## src/design/wsp_pkg.sv

```systemverilog
package wsp_pkg;

  localparam int SCREEN_W_DEF = 1280;
  localparam int SCREEN_H_DEF = 720;
  localparam int FRAC = 16;
  localparam int NUM_REGS = 8;
  localparam int ADDR_W = 6;

  typedef struct packed {
    logic signed [31:0] world_x;
    logic signed [31:0] world_y;
    logic signed [31:0] world_z;
  } req_t;

  typedef struct packed {
    logic        visible;
    logic [26:0] screen_x;
    logic [25:0] screen_y;
  } res_t;

endpackage

```

## src/design/wsp_div.sv

```systemverilog
module wsp_div #(
  parameter int HALF = wsp_pkg::SCREEN_W_DEF / 2,
  parameter int QW = 27
) (
  input  logic          clk,
  input  logic          rst,
  input  logic          in_vld,
  input  logic          in_flag,
  input  logic [32:0]   num,
  input  logic [31:0]   den,
  output logic          out_vld,
  output logic          out_flag,
  output logic [QW-1:0] quo
);
  localparam int HW = $clog2(HALF + 1);
  localparam int DW = 33 + HW + wsp_pkg::FRAC;
  localparam int EW = DW + 33;

  logic          vld  [QW+1];
  logic          flag [QW+1];
  logic [DW-1:0] rem  [QW+1];
  logic [QW-1:0] q    [QW+1];
  logic [31:0]   dv   [QW+1];

  // scale numerator into the dividend
  always_ff @(posedge clk) begin
    if (rst) begin
      vld[0] <= 1'b0;
    end else begin
      vld[0] <= in_vld;
    end
    flag[0] <= in_flag;
    rem[0]  <= DW'(num * HW'(HALF)) << wsp_pkg::FRAC;
    q[0]    <= '0;
    dv[0]   <= den;
  end

  // one quotient bit per stage, most significant first
  for (genvar k = 0; k < QW; k++) begin : g_stage
    localparam int SH = QW - 1 - k;
    logic [EW-1:0] sub;
    logic [EW-1:0] trial;
    assign sub   = EW'(dv[k]) << SH;
    assign trial = EW'(rem[k]) - sub;
    always_ff @(posedge clk) begin
      if (rst) begin
        vld[k+1] <= 1'b0;
      end else begin
        vld[k+1] <= vld[k];
      end
      flag[k+1] <= flag[k];
      dv[k+1]   <= dv[k];
      if (EW'(rem[k]) >= sub) begin
        rem[k+1] <= trial[DW-1:0];
        q[k+1]   <= q[k] | (QW'(1) << SH);
      end else begin
        rem[k+1] <= rem[k];
        q[k+1]   <= q[k];
      end
    end
  end

  assign out_vld  = vld[QW];
  assign out_flag = flag[QW];
  assign quo      = q[QW];
endmodule

```

## config.mk

```make
export PLATFORM = sky130hd
export DESIGN_NAME = wsp_div
export DESIGN_NICKNAME = d
export VERILOG_FILES = /design/src/design/wsp_pkg.sv /design/src/design/wsp_div.sv
export SDC_FILE = /design/constraint.sdc
export NUM_CORES = 2
export LEC_CHECK = 0
export BUFFER_PORTS_ARGS = -buffer_cell sky130_fd_sc_hd__buf_2
export CAP_MARGIN = 15
export CORE_ASPECT_RATIO = 0.9
export CORE_MARGIN = 1.5
export CORE_UTILIZATION = 45
export DETAILED_ROUTE_END_ITERATION = 12
export GPL_TIMING_DRIVEN = 0
export PLACE_DENSITY = 0.63
export SYNTH_ARGS = -nofsm -noshare
export SYNTH_HDL_FRONTEND = slang
export SYNTH_SLANG_ARGS = --single-unit
export TNS_END_PERCENT = 10
```

## constraint.sdc

```tcl
create_clock -name clk -period 3.2 [get_ports clk]
set_input_delay 0.16 -clock clk [delete_from_list [all_inputs] [get_ports clk]]
set_output_delay 0.16 -clock clk [all_outputs]
set_load 0.01 [all_outputs]
```

==> flow_summary.yaml <==
worst_setup_path:
  path_max_fanout: 4
  cpMaxStageDelayCell: "or4_1"
  endpoint: "rem[21][53]"
  r2r_slack_ns: -0.55
  worstPathArrival_ns: 4.46
  slowest_delay_ns: 0.46
  reg2reg_from: "dv[5][1]"
  cp_num_buf_inv: 2
  critPathTopFamily: "simple AND/OR/NAND/NOR gates"
  worstPathRequired_ns: 3.91
  startpoint_type: "register"
  path_cells: "inv_2 -> ha_4 -> ha_4 -> nand4_1 -> or4_1 -> nor3_2 -> nand4_1 -> o311ai_4 -> a21o_1 -> a31o_4 -> nor2b_4 -> buf_4 -> or4b_4 -> xnor2_1"
  crit_cells: 14
  crit_path_start: "dv[5][1]"
  r2r_cells: 14
  r2r-end: "rem[21][53]"
  worstSetupEndpointType: "register"
  crit_type: "register to register"
power_and_ir_drop:
  p_per_area_nw_per_um2: 1090
  ir_drop_v: 0.000697
  p_leak_nw: 61.2
clock_tree:
  clock-sinks: 2523
  numCtsBuffers: 271
  cts_max_level: 5
  cts_tree: "yes"
  clkTransAtPathRegs_ns: 0.06
  clk-insertion-delay-late_ns: 0.88
  cts.path.max_buffers: 4
  cts_root_buffer: "clkbuf_16"
detailed_routing:
  final_antenna_net_count: 0
  drtIter0Drc: 7005
  viasPerCell: 5.43
  drc: 0
  routedWlPerCell_um: 18.7
  wirelength_um: 321000
  drtPass1Iterations: 8
  vias: 93000
status:
  status: "finished, violations left"
  violations: "setup timing"
worst_hold_path:
  min_path_type: "input port to register"
floorplanning:
  dieHeight_um: 484
  coreArea_um2: 256000
  io_pins: 98
  die_w_um: 538
  die-area_um2: 261000
  start_util_pct: 45.3
  fp-row-count: 176
timing:
  hold-worst-slack_ns: 0.0768
  rsz0062_at_grt: "yes"
  setup_tns_ns: -78.66
  tightest_slew_ns: 1.05
  setup_ws_ns: -0.547
  fin_skew_ns: 0.0445
  clock.fmax_mhz: 267
  hold_viol_final: 0
  finalWorstPathRequiredPeriod_ns: 3.75
  slew_headroom_pct: 29.6
  drv_slew: 0
  final-setup-viol-count: 672
  finalCritPeriodShare_pct: 117
finish:
  finalNetCount: 14600
  final_core_util_pct: 54.3
  fin_area_um2: 139000
  final_cells: 17100
  drive_above_1_share_pct: 14.1
  syn_to_final_growth_pct: 19.9
  final_cell_mix: "2430 x dfxtp_1, 1090 x inv_1, 997 x nand2_1"
  layout_commonest_cell: "dfxtp_1"
global_routing:
  grt_pass1_vias: 88300
  grt_max_degree: 17
  grt_pass1_wl_um: 490000
  antenna_found_initial: 7
  globalRouteTotalUtil_pct: 23.6
  grt_overflow_total: 0
synthesis:
  yosys_register_bits: 2523
  synth_flop_cell: "dfxtp_1"
  ys_seq_area_share_pct: 43.6
  async_reset_ff_share_pct: 0
  avgSynthCellArea_um2: 9.06
  syn_inst: 12800
  synth.net_count: 13800
  yosys_warnings: 0
  synth_area_um2: 116000
  ys_types: 107
  synth-edff-count: 0
placement:
  placed_cells: 16300
  placed_area_um2: 121000
  io_buffers: 97
  gp_congestion: 0.955
  hpwl_um: 243000
flow_run:
  max_cap_viol_count: 0
power breakdown:
part	switching [W]	internal, W
sequential	0.00844	0.0414
combinational	0.0385	0.0307
clock	0.0129	0.0192
worst min-delay path: cells and delay by family:
| family | cells | cell delay, ns |
|---|---|---|
| buf+inv | 2 | 0.63 |
| simple gates | 1 | 0.12 |
synth_stat cells (all sizes together), types with 22 or more instances:
cell type	number	share of area [%]
a221oi	22	0.17
nand4	182	0.99
fa	27	0.47
and4	30	0.23
clkbuf	294	0.95
nor3b	26	0.17
a31o	26	0.20
a21o	553	3.6
buf	68	0.33
nand2b	145	0.78
o21a	91	0.59
a211o	27	0.20
or2	32	0.17
or3	87	0.47
nand3	257	1.1
nand3b	35	0.23
nand2	1013	3.3
inv	1120	3.6
o21bai	123	0.80
and2	45	0.24
mux2	102	0.99
xor2	448	3.4
a211oi	75	0.49
a2111oi	26	0.22
dfxtp	2523	44
nor2b	160	0.86
nand4b	25	0.19
ha	925	10
nor3	205	0.89
o21ai	882	3.8
o31a	23	0.17
and3	99	0.53
nor4	127	0.72
a21boi	40	0.26
nor4b	22	0.18
or4	55	0.36
o211ai	47	0.31
a21oi	1008	4.4
o31ai	83	0.55
o2111ai	22	0.17
a31oi	81	0.45
nor2	768	2.5
xnor2	637	4.8
layout make-up:
cell class | count | area [µm²]
fillers | 23100 | 117000
multi-input cells | 8781 | 64200
flip-flops and latches | 2523 | 50700
clock buffers | 351 | 7650
repair buffers | 519 | 4280
inverters | 1121 | 4260
well taps | 3382 | 4230
plain buffers | 322 | 2070
clock inverters | 125 | 1550
diodes | 4 | 10.0
routing by layer:
| layer | global-route usage [%] | routed length, µm | up-vias |
|---|---|---|---|
| li1 | - | - | 45900 |
| met2 | 39.5 | 150000 | 2750 |
| met1 | 31.0 | 142000 | 43800 |
| met3 | 3.68 | 19100 | 611 |
| met5 | 0 | 0 | - |
| met4 | 7.12 | 9860 | 0 |
worst min-delay path by stage:
stage	end	depth (start not counted)	start
final	rem[0][58]	3	num[32]
after CTS	rem[0][58]	3	num[32]
after floorplan	dv[0][0]	0	den[0]
after global placement	dv[0][28]	1	den[28]
after detailed placement	dv[0][30]	1	den[30]
after global routing	rem[0][58]	3	num[32]
cell families after synthesis:
group	after synthesis	synth area share (%)
muxes	105	1.02
xor gates and xnor gates	1085	8.20
DFF	2523	43.6
buffers and inverters	1483	4.92
adders and majority gates	952	10.5
AOI/OAI and AO/OA	3301	17.7
and+or+nand+nor	3335	14.1
timing repair:
item | 4_1_cts | 5_1_grt
resized for setup | 643 | 794
pin swaps | 101 | 241
cloned | 4 | 6
hold endpoints to repair | 97 | 1
hold buffers | 139 | 1
setup buffers | 114 | 162
setup endpoints to repair | 1193 | 1199
state kept, by name, summed over array words and instances (netlist names):
register,flops
q,378
rem,1225
vld,28
flag,28
dv,864
metrics by stage:
step / setup WS [ns] / total power (W)
2_1_floorplan: -0.125 / 0.0945
3_3_place_gp: -1.63 / 0.111
3_5_place_dp: -1.57 / 0.111
4_1_cts: -0.504 / 0.147
5_1_grt: -0.580 / 0.161
6_report: -0.547 / 0.151
Power figures use the tool's default switching activity.
